## config.mk

```make
export PLATFORM = sky130hd
export DESIGN_NAME = dcd_ctrl
export DESIGN_NICKNAME = d
export VERILOG_FILES = /design/src/rtl/core/dcd_pkg.sv /design/src/rtl/core/dcd_ctrl.sv
export SDC_FILE = /design/constraint.sdc
export NUM_CORES = 1
export LEC_CHECK = 0
export BUFFER_PORTS_ARGS = -buffer_cell sky130_fd_sc_hd__buf_2
export CORE_UTILIZATION = 57
export CTS_CLUSTER_DIAMETER = 200
export DETAILED_ROUTE_END_ITERATION = 10
export PLACE_DENSITY = 0.83
export SLEW_MARGIN = 20
export SYNTH_ARGS = -nofsm -noshare
export SYNTH_HDL_FRONTEND = slang
export SYNTH_SLANG_ARGS = --single-unit
```

## constraint.sdc

```tcl
create_clock -name aclk -period 3.3 [get_ports aclk]
set_input_delay 0.66 -clock aclk [delete_from_list [all_inputs] [get_ports aclk]]
set_output_delay 0.66 -clock aclk [all_outputs]
set_load 0.01 [all_outputs]
```

## src/rtl/core/dcd_pkg.sv

```systemverilog
// Shared constants, types and twiddle table for the direct complex DFT core.
`default_nettype none

package dcd_pkg;

    // Transform size (power of two, 2..64) and derived widths
    localparam int POINTS    = 64;
    localparam int IDX_W     = $clog2(POINTS);
    localparam int SAMPLE_W  = 16;
    localparam int TWID_W    = 17;
    localparam int PROD_W    = SAMPLE_W + TWID_W;
    localparam int ACC_W     = 40;
    localparam int BIN_W     = 24;
    localparam int INDEX_W   = 6;
    localparam int FRAC_BITS = 15;

    // Twiddle table covers one full turn in 64 steps
    localparam int ROM_DEPTH = 64;
    localparam int ROM_AW    = 6;
    localparam int STRIDE    = ROM_DEPTH / POINTS;

    // First quadrant of sin(2*pi*r/64) * 32768, r = 0..16
    localparam logic signed [TWID_W-1:0] QUARTER_SINE [17] = '{
        17'sd0,     17'sd3212,  17'sd6393,  17'sd9512,
        17'sd12540, 17'sd15447, 17'sd18205, 17'sd20788,
        17'sd23170, 17'sd25330, 17'sd27246, 17'sd28899,
        17'sd30274, 17'sd31357, 17'sd32138, 17'sd32610,
        17'sd32768
    };

    // Controller states
    typedef enum logic [1:0] {
        ST_LOAD,
        ST_WAIT,
        ST_RUN,
        ST_DRAIN
    } dcd_state_t;

    // Commands from the controller to the datapath
    typedef struct packed {
        logic             load_en;
        logic [IDX_W-1:0] load_addr;
        logic             step_valid;
        logic             step_first;
        logic             step_last;
        logic [IDX_W-1:0] step_addr;
        logic [IDX_W-1:0] step_phase;
        logic [IDX_W-1:0] bin;
    } dcd_cmd_t;

    // Status from the datapath to the controller
    typedef struct packed {
        logic out_free;
        logic bin_done;
    } dcd_status_t;

    // Sine of angle 2*pi*m/64 in Q2.15 (1.0 is 32768)
    function automatic logic signed [TWID_W-1:0] rom_sine(input logic [ROM_AW-1:0] m);
        logic [1:0]                quad;
        logic [3:0]                r;
        logic [4:0]                sel;
        logic signed [TWID_W-1:0]  v;
        quad = m[5:4];
        r    = m[3:0];
        sel  = quad[0] ? (5'd16 - {1'b0, r}) : {1'b0, r};
        v    = QUARTER_SINE[sel];
        return quad[1] ? -v : v;
    endfunction

    // Cosine of angle 2*pi*m/64 in Q2.15
    function automatic logic signed [TWID_W-1:0] rom_cosine(input logic [ROM_AW-1:0] m);
        return rom_sine(m + ROM_AW'(16));
    endfunction

endpackage

`default_nettype wire

```

## src/rtl/core/dcd_ctrl.sv

```systemverilog
// Controller state machine: sample loading, bin and step sequencing.
`default_nettype none

module dcd_ctrl
    import dcd_pkg::*;
(
    input  wire logic   aclk,
    input  wire logic   aresetn,
    input  wire logic   s_valid,
    output logic        s_ready,
    output dcd_cmd_t    cmd,
    input  dcd_status_t status
);

    dcd_state_t       state_reg, state_next;
    logic [IDX_W-1:0] load_cnt_reg, load_cnt_next;
    logic [IDX_W-1:0] bin_reg, bin_next;
    logic [IDX_W-1:0] step_reg, step_next;
    logic [IDX_W-1:0] phase_reg, phase_next;

    localparam logic [IDX_W-1:0] LAST_IDX = IDX_W'(POINTS - 1);

    // Hold state and counters
    always_ff @(posedge aclk) begin
        if (!aresetn) begin
            state_reg    <= ST_LOAD;
            load_cnt_reg <= '0;
            bin_reg      <= '0;
            step_reg     <= '0;
            phase_reg    <= '0;
        end else begin
            state_reg    <= state_next;
            load_cnt_reg <= load_cnt_next;
            bin_reg      <= bin_next;
            step_reg     <= step_next;
            phase_reg    <= phase_next;
        end
    end

    // Advance the sequence and issue datapath commands
    always_comb begin
        state_next     = state_reg;
        load_cnt_next  = load_cnt_reg;
        bin_next       = bin_reg;
        step_next      = step_reg;
        phase_next     = phase_reg;
        s_ready        = 1'b0;
        cmd            = '0;
        cmd.load_addr  = load_cnt_reg;
        cmd.step_addr  = step_reg;
        cmd.step_phase = phase_reg;
        cmd.bin        = bin_reg;
        unique case (state_reg)
            ST_LOAD: begin
                s_ready     = 1'b1;
                cmd.load_en = s_valid;
                if (s_valid) begin
                    if (load_cnt_reg == LAST_IDX) begin
                        load_cnt_next = '0;
                        bin_next      = '0;
                        state_next    = ST_WAIT;
                    end else begin
                        load_cnt_next = load_cnt_reg + 1'b1;
                    end
                end
            end
            ST_WAIT: begin
                // Start a bin only once the output register is free
                if (status.out_free) begin
                    step_next  = '0;
                    phase_next = '0;
                    state_next = ST_RUN;
                end
            end
            ST_RUN: begin
                cmd.step_valid = 1'b1;
                cmd.step_first = (step_reg == '0);
                cmd.step_last  = (step_reg == LAST_IDX);
                step_next      = step_reg + 1'b1;
                phase_next     = phase_reg + bin_reg;
                if (step_reg == LAST_IDX) begin
                    state_next = ST_DRAIN;
                end
            end
            ST_DRAIN: begin
                if (status.bin_done) begin
                    if (bin_reg == LAST_IDX) begin
                        state_next = ST_LOAD;
                    end else begin
                        bin_next   = bin_reg + 1'b1;
                        state_next = ST_WAIT;
                    end
                end
            end
            default: begin
                state_next = ST_LOAD;
            end
        endcase
    end

endmodule

`default_nettype wire

```

# After elaboration in Yosys (flattened, before gate mapping)

Cells that the tools add are included.

Register bits: 26
Latch bits: 0
Bits in writable memories: 0
ROM bits: 0
Bits of input ports: 5
Output and inout bits: 29
Memories: 0

Add/sub/neg operators: 4
Multipliers: 0
Divide/modulo/power cells: 0
Order comparisons: 0
Equality and inequality tests: 12
Shift-type cells: 0
Multiplexer cells: 19
Bitwise gates (word level): 0
Reduce and logical (&&, ||, !) cells: 8

Operators with widths:

| kind                                                 | number |
|---|---|
| 2-to-1 mux 6 bit                                     | 6 |
| one-hot mux 6 bit (2 select lines)                   | 3 |
| adder 6 x 1 -> 6 bit (second input constant)         | 3 |
| equality test 6 bit (second input constant)          | 3 |
| inequality test 2 bit (second input constant)        | 6 |
| 2-to-1 mux 2 bit                                     | 5 |
| AND reduction 5 bit                                  | 2 |
| one-hot mux 2 bit (4 select lines)                   | 1 |
| adder 6 bit                                          | 1 |
| zero test 6 bit                                      | 1 |
| equality test 2 bit (second input constant)          | 2 |
| AND reduction 2 bit                                  | 2 |
| nonzero test 2 bit                                   | 2 |
| 2-to-1 mux 1 bit                                     | 3 |
| 2-to-1 mux 3 bit                                     | 1 |
| equality test 2 x 1 -> 1 bit (second input constant) | 1 |
| zero test 2 bit                                      | 1 |

# Longest topological paths before layout

Gate-level depths: netlist of run 1.

Depth in word-level cells: 4
Gate-level depth with buffers: 7
Mapped depth without buffers: 7

# Least setup slack after synthesis of run 1

OpenSTA, ideal clock, no wires.

Kind: register to register
Start point: register state_reg[0]
End point: register load_cnt_reg[5]
Library setup time: 0.070 ns
Arrival time: 1.695 ns
Data required time: 3.230 ns
Path slack: 1.535 ns
Stages on the path, launching flop included: 8
Clock period less this slack: 1.765 ns
Cell sequence: dfxtp_1 inv_1 ha_1 nand2_1 inv_1 nand4_1 or3_1 a21oi_1

Longest elaborated chain between the ends: 2

Ends and longest elaborated chain:

| item                          | RTL line       | RTL |
|---|---|---|
| start, declared               | dcd_ctrl.sv:15 | `dcd_state_t state_reg, state_next;` |
| start signal, assigned        | dcd_ctrl.sv:32 | `state_reg <= state_next;` |
| zero test 2 bit               | dcd_ctrl.sv:53 | `unique case (state_reg)` |
| AND reduction 2 bit (no line) | n/a            |  |
| end signal, assigned          | dcd_ctrl.sv:33 | `load_cnt_reg <= load_cnt_next;` |
| end, declared                 | dcd_ctrl.sv:16 | `logic [IDX_W-1:0] load_cnt_reg, load_cnt_next;` |

Every way passes these cells.
A chain may end at the register's enable or synchronous reset.

==> results of run 1 <==
## final timing paths
check                     to  cells after the start             from  slack [ns]
max                  cmd[27]                      5     state_reg[0]         1.0
min          load_cnt_reg[5]                      2  load_cnt_reg[5]        0.51
max reg2reg      step_reg[5]                      7     state_reg[0]        1.19
min reg2reg  load_cnt_reg[5]                      2  load_cnt_reg[5]        0.51
## synthesized netlist by cell type (2+ instances only)
cell type,n
nor2b_1,2
clkbuf_1,5
xnor2_1,4
o22ai_1,4
a211oi_1,2
nor3b_1,2
and3_1,2
inv_1,9
a22oi_1,7
nor2_1,17
nand2_1,19
nand3_1,11
a21oi_1,13
dfxtp_1,26
a21o_1,2
o21ai_0,10
o211ai_1,2
nand4_1,3
ha_1,14
or3_1,4
mux2i_1,2
xor2_1,5
## worst max-delay path, stage by stage, from the launching register on
cell and delay, ns:
dfxtp_1 0.38, inv_1 0.13, ha_1 0.31, nand2_1 0.19, inv_1 0.16, buf_2 0.15
## cell families after synthesis
kind of cell	share of synthesized area
AND/OR/NAND/NOR	0.229
AO/OA/AOI/OAI	0.188
flip-flops	0.349
buffers and inverters	0.0377
adder cells (fa/ha/maj)	0.131
XOR/XNOR	0.0528
multiplexers	0.0134
## area by class of cell
type	count	area, um2	share of cell area
Sequential cell	26	520	0.304
Tap cell	30	37.5	0.0219
Inverter	10	37.5	0.0219
Multi-Input combinational cell	140	916	0.535
Timing Repair Buffer	33	165	0.0964
Clock buffer	4	36.3	0.0212
## metrics by stage
step                instances  total power [mW]  instance area [um2]
finish                    243             0.618                 1710
floorplan                 181             0.428                 1490
global placement          239             0.455                 1680
CTS                       243             0.618                 1710
global route              243             0.649                 1710
detailed placement        239             0.462                 1680
## power by group
part / switching (mW) / total [mW] / internal [mW]
sequential: 0.0108 / 0.333 / 0.323
combinational: 0.0775 / 0.123 / 0.0459
clock: 0.0940 / 0.161 / 0.0675
total: 0.182 / 0.618 / 0.436
## placed cells by master (no fill, tap or decap), drive strengths merged, types with 7 or more instances in the layout
master,instances
a21oi,13
a22oi,7
buf,33
dfxtp,26
ha,14
inv,9
nand2,19
nand3,12
nor2,17
o21ai,10
## per-layer routing
metal | global-route usage | vias up
met1 | 0.333 | 672
met2 | 0.443 | 59
met5 | 0 | -
li1 | - | 710
met3 | 0.0517 | 10
met4 | 0.0833 | 0
==> results.md, run 1 <==
* Outcome: complete, no violations
* Mapped cell area at 1490 um2
* Global-route wire length before repair at 5490 um
* CP arrival at 1.64 ns
* Via density at 5.97
* Starting DRC count in detailed routing at 34
* Fin Hold WS at 0.511 ns
* # port buffers at 33
* Max cap viols at 0
* Share of cells above drive strength 1 at 0.188
* CP Launch Type: flop
* Starting Density at 0.603
* Clk root buf: clkbuf_4
* # fillers at 202
* Dominant cell type by area after synthesis: dfxtp_1
* Highest metal used: met4
* Fin crit share at 0.697
* # nets final at 234
* Clock buffer depth at 2
* Die area at between 2000 and 3000 um2
* Overflow after GRT at 0
* Post_cts resized at 0
* # hold bufs at CTS at 0
* Slew HR at 0.449
* Setup_tns at 0 ns
* Lkg Pwr at 0.768 nW
* Ys Warns at 0
* Largest net degree at the start of global routing at 19
* WL per Instance at 14.1 um
* Routed wl met3 at between 150 and 200 um
* PwrDens at ~360 nW/um2
* Worst Max-Slew Pin Slew at 0.803 ns
* #FFs+latches synth at 26
* # diodes at 0
* Htree depth at 1
* CP Capture Type: primary output
* Routed via count at around 1500
* Die Span Y at 53.2 um
* # DRC at 0
* Distinct cells, synth at 38
* P&R area growth vs syn at 14.8%
* Pre-CTS WS at 1.23 ns
* Tmin final at 2.30 ns
* Asr flop ratio synth at 0
* Worst vdd ir at just over 0.0003 V
* GR Util All Layers at 0.263
* Clk_lat worst skew at 0.32 ns
* Clk slew on worst S/H paths at 0.14 ns
* Final HPWL DP at between 2000 and 3000 um
* Final core utilization at 0.691
* Vias in the first global route at 1273
* Fin worst setup slack at 0.998 ns
* Clock buffers created by TritonCTS at 3
* Final Max Slew Viols at 0
* Synth top area cells: dfxtp_1, ha_1, nand2_1
* Post-synth top area share at 0.349
* CTS tree: built
* DR pass1 iterations at 4
* Worst Skew at 0.00482 ns
* Setup violators final at 0
* WS Path Type: reg -> out
* GP Congestion at 0.852
* M1 wire length at 1500 um
* Syn nets at 201
* Crit path max fanout at 7
* Gate count after technology mapping at 181
* Core area at ~2500 um2
* Sequential-to-total area share from yosys stat at 0.349
* Req. time, crit path at 2.64 ns
* Ports at 34
* Met2 Wirelength at 1670 um
* Antenna violations before repair at 0
* Max Fclk at 434 MHz
* Final wirelength at 3420 um
* Avg Cell Area, Syn at 8.25 um2
* Hold crit path type: reg -> reg
* Horiz. Die Dim at around 53 um
* Postcts setup bufs at 0
* Main synth FF type: dfxtp_1
* Total clock sinks at 26
* Antenna viol nets, final at 0
* Std cell rows at 18
* Fin. Hold Viols at 0
* RSZ-0062 raised after global routing: no
* EDFF count, synth at 0
(Power assumes the default switching activity.)
==> inputs of run 2 (changes only) <==
--- a/config.mk
+++ b/config.mk
@@ -6,10 +6,10 @@
 export NUM_CORES = 1
 export LEC_CHECK = 0
 export BUFFER_PORTS_ARGS = -buffer_cell sky130_fd_sc_hd__buf_2
-export CORE_UTILIZATION = 57
+export CORE_UTILIZATION = 48
 export CTS_CLUSTER_DIAMETER = 200
 export DETAILED_ROUTE_END_ITERATION = 10
-export PLACE_DENSITY = 0.83
+export PLACE_DENSITY = 0.74
 export SLEW_MARGIN = 20
 export SYNTH_ARGS = -nofsm -noshare
 export SYNTH_HDL_FRONTEND = slang
==> constraint.sdc (replaced) <==
create_clock -name aclk -period 2.1 [get_ports aclk]
set_input_delay 0.42 -clock aclk [delete_from_list [all_inputs] [get_ports aclk]]
set_output_delay 0.42 -clock aclk [all_outputs]
set_load 0.01 [all_outputs]
==> run 2 against run 1 <==
The run now ends with design-rule violations left. Final cell count grew 1.6%. Register-to-register slack worse by 0.93 ns. Largest cell class unchanged. Worst setup slack got worse by 0.84 ns. Critical endpoint is now cmd[18].
==> results.md, run 2 (same netlist as run 1, synthesis figures left out) <==
* Antenna viol nets, final at 0 (unchanged)
* Starting DRC count in detailed routing at 76 (+120%)
* Die Span Y at 57.8 um (+8.6%)
* Routed via count at 1408 (-3.0%)
* Setup violators final at 0 (unchanged)
* Clk_lat worst skew at 0.32 ns (about the same)
* Tmin final at 1.94 ns
* Pre-CTS WS at 0.274 ns (-0.957 ns)
* Switching power at 0.289 mW (+58%)
* Crit path buf inv count at 1 (-2)
* CTS tree: built
* Clk root buf: clkbuf_4
* Crit path max fanout at 5 (-2)
* Largest net degree at the start of global routing at 15 (-4)
* RR Startpoint: bin_reg[0]
* Internal power at 0.693 mW (+59%)
* # hold bufs at CTS at 0 (unchanged)
* Clock buffers created by TritonCTS at 3 (unchanged)
* Fin. Hold Viols at 0 (unchanged)
* Setup_tns at 0 ns (unchanged)
* Worst vdd ir at 0.000354 V (+17%)
* Max cap viols at 0 (unchanged)
* Clock power frac at 0.259 (-0.002)
* Sequential power share at 0.533 (-0.006)
* GP Congestion at 0.833 (-2.2%)
* Slew HR at 0.710 (+0.261)
* # fillers at 275 (+36%)
* Htree depth at 1 (unchanged)
* R2R depth at 7 (unchanged)
* RSZ-0062 raised after global routing: no
* # port buffers at 33 (unchanged)
* CP Launch Type: flop
* Global-route wire length before repair at 5600 um (+2.1%)
* Sw Share at 0.294 (-0.000692)
* P&R area growth vs syn at 16.5%
* Worst-path cell with the longest stage delay: dfxtp_1
* Fin crit share at 0.926
* Std cell rows at 19 (+1)
* Hold crit path type: in -> reg
* Worst Hold Launch: aresetn
* Final HPWL DP at 2520 um (-3.8%)
* # placed instances at 243 (+1.7%)
* CP Capture Type: primary output
* Crit path max-delay family: simple AND/OR/NAND/NOR gates
* Hold depth at 3 (+1)
* Most frequent cells in the layout: buf_2, dfxtp_1, nand2_1
* Overflow after GRT at 0 (unchanged)
* Starting Density at 0.523 (-0.0793)
* CP Cell Sequence: ha_1, nand3_2, or2_1, nor2_1, buf_2
* # DRC at 2 (+2)
* Post-DP Area at 1700 um2 (+1.4%)
* Postcts setup bufs at 0 (unchanged)
* Ports at 34 (unchanged)
* Final wirelength at 3340 um (-2.3%)
* Core area at 2850 um2 (+15%)
* DR pass1 iterations at 7 (+3)
* Vias in the first global route at 1245 (-2.2%)
* CP arrival at 1.52 ns (-0.12 ns)
* Die area at 3340 um2 (+18%)
* GR Util All Layers at 0.215 (-0.0474)
* Outcome: finished with violations
* Clock buffer depth at 2 (unchanged)
* Combinational power share at 0.208 (+0.008)
* # diodes at 0 (unchanged)
* WS Path Type: reg -> out
* CP max stage delay at 0.42 ns (+0.04 ns)
* Stages on worst setup path at 5 (unchanged)
* Total clock sinks at 26 (unchanged)
* Lkg Pwr at 0.780 nW (+1.6%)
* Failing checks: design-rule violations
* R2R Path End: phase_reg[4]
* Final core utilization at 0.610 (-0.0818)
* Worst Skew at 0.00624 ns (+0.00142 ns)
* Clk slew on worst S/H paths at 0.14 ns (about the same)
* Hold-critical path endpoint: bin_reg[4]
* Horiz. Die Dim at 57.8 um (+8.6%)
* Final Max Slew Viols at 0 (unchanged)
* Flop2flop setup slack at 0.26 ns (-0.93 ns)
* Design Area, Final at 1740 um2 (+1.5%)
* Max Fclk at 514 MHz
* Antenna violations before repair at 0 (unchanged)
* # nets final at 237 (+1.3%)
* WL per Instance at 13.5 um (-3.9%)
* Commonest non-fill, non-tap cell in the layout: buf_2
* Fin worst setup slack at 0.155 ns (-0.843 ns)
* Worst Max-Slew Pin Slew at 0.431 ns (-0.372 ns)
* Share of cells above drive strength 1 at 0.208 (+0.0205)
* Req. time, crit path at 1.68 ns (-0.96 ns)
* PwrDens at 564 nW/um2 (+56%)
* Via density at 5.70 (-4.5%)
* Layout Cells excl Fill at 247 (+1.6%)
==> run 2: cell types whose count changed in the layout (fill, tap and decap cells not counted), sizes merged <==
| cell | previous run | this run |
|---|---|---|
| buf | 33 | 36 |
==> run 2: power by group through the flow <==
stage / Clock (mW) / Combinational (mW) / Sequential (mW)
6_report: 0.254 / 0.204 / 0.523
5_1_grt: 0.285 / 0.230 / 0.527
4_1_cts: 0.268 / 0.199 / 0.523
3_5_place_dp: 0 / 0.196 / 0.534
3_3_place_gp: 0 / 0.190 / 0.532
2_1_floorplan: 0 / 0.139 / 0.534
==> run 2: repair_timing <==
item	4_1_cts	5_1_grt
setup endpoints to repair	0	2
gates resized for setup	0	2
hold endpoints to repair	0	0
==> run 2: layout make-up <==
class	instances	area, um2	share of cell area
timing repair buffer	36	188	0.108
multi-input combinational	140	918	0.528
clock buffer	4	36.3	0.0209
tap	31	38.8	0.0223
inverter	10	37.5	0.0216
sequential	26	520	0.299
==> run 2: through the flow <==
stage,hold WS (ns),power [mW]
after floorplan,0.508,0.672
after global placement,0.478,0.722
after detailed placement,0.506,0.730
after CTS,0.433,0.990
after global routing,0.456,1.04
final,0.457,0.981
==> run 2: how the worst max path moves through the flow <==
stage / end / startpoint
6_report: cmd[18] / step_reg[1]
5_1_grt: cmd[18] / step_reg[1]
4_1_cts: cmd[27] / state_reg[0]
3_5_place_dp: load_cnt_reg[5] / state_reg[0]
3_3_place_gp: phase_reg[4] / bin_reg[0]
2_1_floorplan: load_cnt_reg[5] / state_reg[0]
==> run 2: tightest hold or removal path: cells and delay by family <==
kind | cells | cell delay, ns
AOI/OAI and AO/OA | 1 | 0.07
buffers and inverters | 1 | 0.17
and+or+nand+nor | 1 | 0.08
==> run 2: routing by layer <==
metal | up-vias | wire length (um) | global-route usage
met5 | - | 0 | 0
met4 | 0 | 37 | 0.0816
met3 | 4 | 137 | 0.0201
met2 | 28 | 1630 | 0.365
li1 | 717 | - | -
met1 | 659 | 1540 | 0.286
==> inputs of run 3 (changes only) <==
--- a/config.mk
+++ b/config.mk
@@ -5,8 +5,10 @@
 export SDC_FILE = /design/constraint.sdc
 export NUM_CORES = 1
 export LEC_CHECK = 0
+export ABC_AREA = 1
+export ABC_CLOCK_PERIOD_IN_PS = 2100
 export BUFFER_PORTS_ARGS = -buffer_cell sky130_fd_sc_hd__buf_2
-export CORE_UTILIZATION = 48
+export CORE_UTILIZATION = 49
 export CTS_CLUSTER_DIAMETER = 200
 export DETAILED_ROUTE_END_ITERATION = 10
 export PLACE_DENSITY = 0.74
==> run 3 against run 2 <==
The run now ends clean. Worst setup slack worse by 0.0012 ns. Global-route usage is 1.6 points lower. Final cell count is 28% higher. Routed wire length is 0.48% lower. Critical path depth stayed put. Critical endpoint is now cmd[27]. Highest routed layer unchanged.
==> results.md, run 3 <==
* Outcome: complete, no violations
* CP Cell Sequence: inv_1, ha_1, nand2_2, inv_2, buf_2
* EDFF count, synth at 0 (unchanged)
* Stages on worst setup path at 5 (unchanged)
* Crit path max fanout at 7 (+2)
* Worst Skew at 0.0187 ns (+0.0125 ns)
* Clk_lat worst skew at 0.33 ns (about the same)
* Starting Density at 0.526 (+0.00315)
* CP Launch Type: flop
* Cell with the most instances after synthesis: nand2_1
* # diodes at 0 (unchanged)
* Starting DRC count in detailed routing at 65 (-14%)
* Overflow after GRT at 0 (unchanged)
* Commonest non-fill, non-tap cell in the layout: nand2_1
* Die Span Y at 60.0 um (+3.8%)
* P&R area growth vs syn at 16.3%
* Worst vdd ir at 0.000476 V (+35%)
* Via density at 4.84 (-15%)
* Final HPWL DP at 2590 um (+2.7%)
* Worst Max-Slew Pin Slew at 0.475 ns (+0.0438 ns)
* Die area at 3600 um2 (+7.8%)
* Lkg Pwr at 0.987 nW (+26%)
* Max Fclk at 514 MHz (about the same)
* Pwr Total at 2.07 mW (+110%)
* CP endpoint: cmd[27]
* #FFs+latches synth at 26 (unchanged)
* Flop2flop setup slack at 0.42 ns (+0.16 ns)
* # DRC at 0 (-2)
* Final wirelength at 3330 um (-0.48%)
* Sequential-to-total area share from yosys stat at 0.316 (-0.0326)
* Ports at 34 (unchanged)
* Ys Warns at 0 (unchanged)
* Htree depth at 1 (unchanged)
* Setup_tns at 0 ns (unchanged)
* Syn nets at 256 (+27%)
* Max cap viols at 0 (unchanged)
* Avg Cell Area, Syn at 6.98 um2 (-15%)
* Clock buffer depth at 2 (unchanged)
* # nets final at 293 (+24%)
* CTS tree: built
* Routed via count at 1528 (+8.5%)
* # placed instances at 312 (+28%)
* Most frequent cells in the layout: nand2_1, buf_2, inv_1
* Synth top area cells: dfxtp_1, nand2_1, ha_1
* Slew HR at 0.680 (-0.0295)
* Asr flop ratio synth at 0 (unchanged)
* CP Launch Point: state_reg[0]
* Post-synth top area share at 0.316 (-0.0326)
* GR Util All Layers at 0.200 (-0.0158)
* Clock buffers created by TritonCTS at 3 (unchanged)
* Layout Cells excl Fill at 316 (+28%)
* Synth top cells by count: nand2_1, inv_1, dfxtp_1, nor2_1, a21oi_1
* Setup violators final at 0 (unchanged)
* Clk root buf: clkbuf_4
* Worst-path cell with the longest stage delay: dfxtp_1
* CP Capture Type: primary output
* WL per Instance at 10.5 um (-22%)
* Distinct cells, synth at 31 (-18%)
* Clk slew on worst S/H paths at 0.16 ns (+0.02 ns)
* Crit path max-delay family: buffers and inverters
* Antenna viol nets, final at 0 (unchanged)
* Dominant cell type by area after synthesis: dfxtp_1
* Post-DP Area at 1860 um2 (+9.3%)
* RSZ-0062 raised after global routing: no
* Std cell rows at 20 (+1)
* # port buffers at 33 (unchanged)
* Total clock sinks at 26 (unchanged)
* Global-route wire length before repair at 5450 um (-2.7%)
* Design Area, Final at 1910 um2 (+10%)
* Mapped cell area at 1650 um2 (+10%)
* Antenna violations before repair at 0 (unchanged)
* Crit path buf inv count at 3 (+2)
* Fin. Hold Viols at 0 (unchanged)
* # hold bufs at CTS at 0 (unchanged)
* Vias in the first global route at 1271 (+2.1%)
* Gate count after technology mapping at 236 (+30%)
* Core area at 3130 um2 (+9.6%)
* PwrDens at 1080 nW/um2 (+92%)
* WS Path Type: reg -> out
* Hold crit path type: in -> reg
* Tmin final at 1.95 ns (+0.00119 ns)
* Share of cells above drive strength 1 at 0.217 (+0.00858)
* Fin crit share at 0.927 (about the same)
* CP max stage delay at 0.36 ns (-0.06 ns)
* Horiz. Die Dim at 60.0 um (+3.8%)
* R2R Path End: phase_reg[4]
* Final Max Slew Viols at 0 (unchanged)
* DR pass1 iterations at 4 (-3)
* Req. time, crit path at 1.68 ns (about the same)
* Main synth FF type: dfxtp_1
* R2R depth at 8 (+1)
* GP Congestion at 0.832 (about the same)
* RR Startpoint: bin_reg[0]
* CP arrival at 1.53 ns (about the same)
* Largest net degree at the start of global routing at 16 (+1)
run 3: worst register-to-register path, delay by kind of cell, from the launching register on:
family / cells / cell delay (ns)
AND/OR/NAND/NOR: 4 / 0.33
adder cells (fa/ha/maj): 2 / 0.64
AO/OA/AOI/OAI: 2 / 0.26
flip-flops: 1 / 0.38
run 3: logic make-up (layout without fill, tap and decap cells):
kind of cell               count (synthesis)  in the layout  synth area share
DFF                                       26             26             0.316
buffers and inverters                     36             72            0.0889
AOI/OAI and AO/OA                         32             32             0.108
and+or+nand+nor                          123            123             0.347
adders and majority gates                 15             15             0.119
xor gates and xnor gates                   4              4            0.0213
run 3: where the power goes:
group	internal [mW]	switching, mW
registers	0.580	0.0980
logic	0.396	0.646
clock network	0.193	0.156
run 3: worst min-delay path by stage:
stage	start	endpoint	slack, ns	cells after the start
6_report	aresetn	state_reg[0]	0.42	3
3_5_place_dp	phase_reg[3]	phase_reg[3]	0.48	2
2_1_floorplan	load_cnt_reg[2]	load_cnt_reg[2]	0.50	2
5_1_grt	aresetn	load_cnt_reg[0]	0.42	3
4_1_cts	aresetn	state_reg[0]	0.42	3
3_3_place_gp	phase_reg[4]	phase_reg[4]	0.48	2
run 3: cell type report:
type / count / area [um2]
clock buffer: 3 / 22.5
timing repair buffer: 35 / 180
inverter: 33 / 124
sequential: 26 / 520
clock inverter: 1 / 30.0
fill: 289 / 1210
tap: 44 / 55.1
multi-input combinational: 174 / 982
run 3: what timing repair did:
action / 4_1_cts / 5_1_grt
setup buffers: 0 / 0
setup endpoints to repair: 0 / 1
resized for setup: 0 / 1
run 3: metrics by stage:
step / utilization / hold WS, ns / setup WS, ns
2_1_floorplan: - / 0.500 / 0.531
3_3_place_gp: 0.594 / 0.475 / 0.509
3_5_place_dp: 0.594 / 0.481 / 0.456
4_1_cts: 0.611 / 0.421 / 0.109
5_1_grt: 0.612 / 0.423 / 0.00642
6_report: 0.612 / 0.423 / 0.154
run 3: metal layers:
metal  vias up  wire, um  global-route usage
li1        822         -                   -
met1       674      1720               0.278
met2        28      1470               0.314
met3         4        98              0.0216
met4         0        38              0.0764
met5         -         0                   0
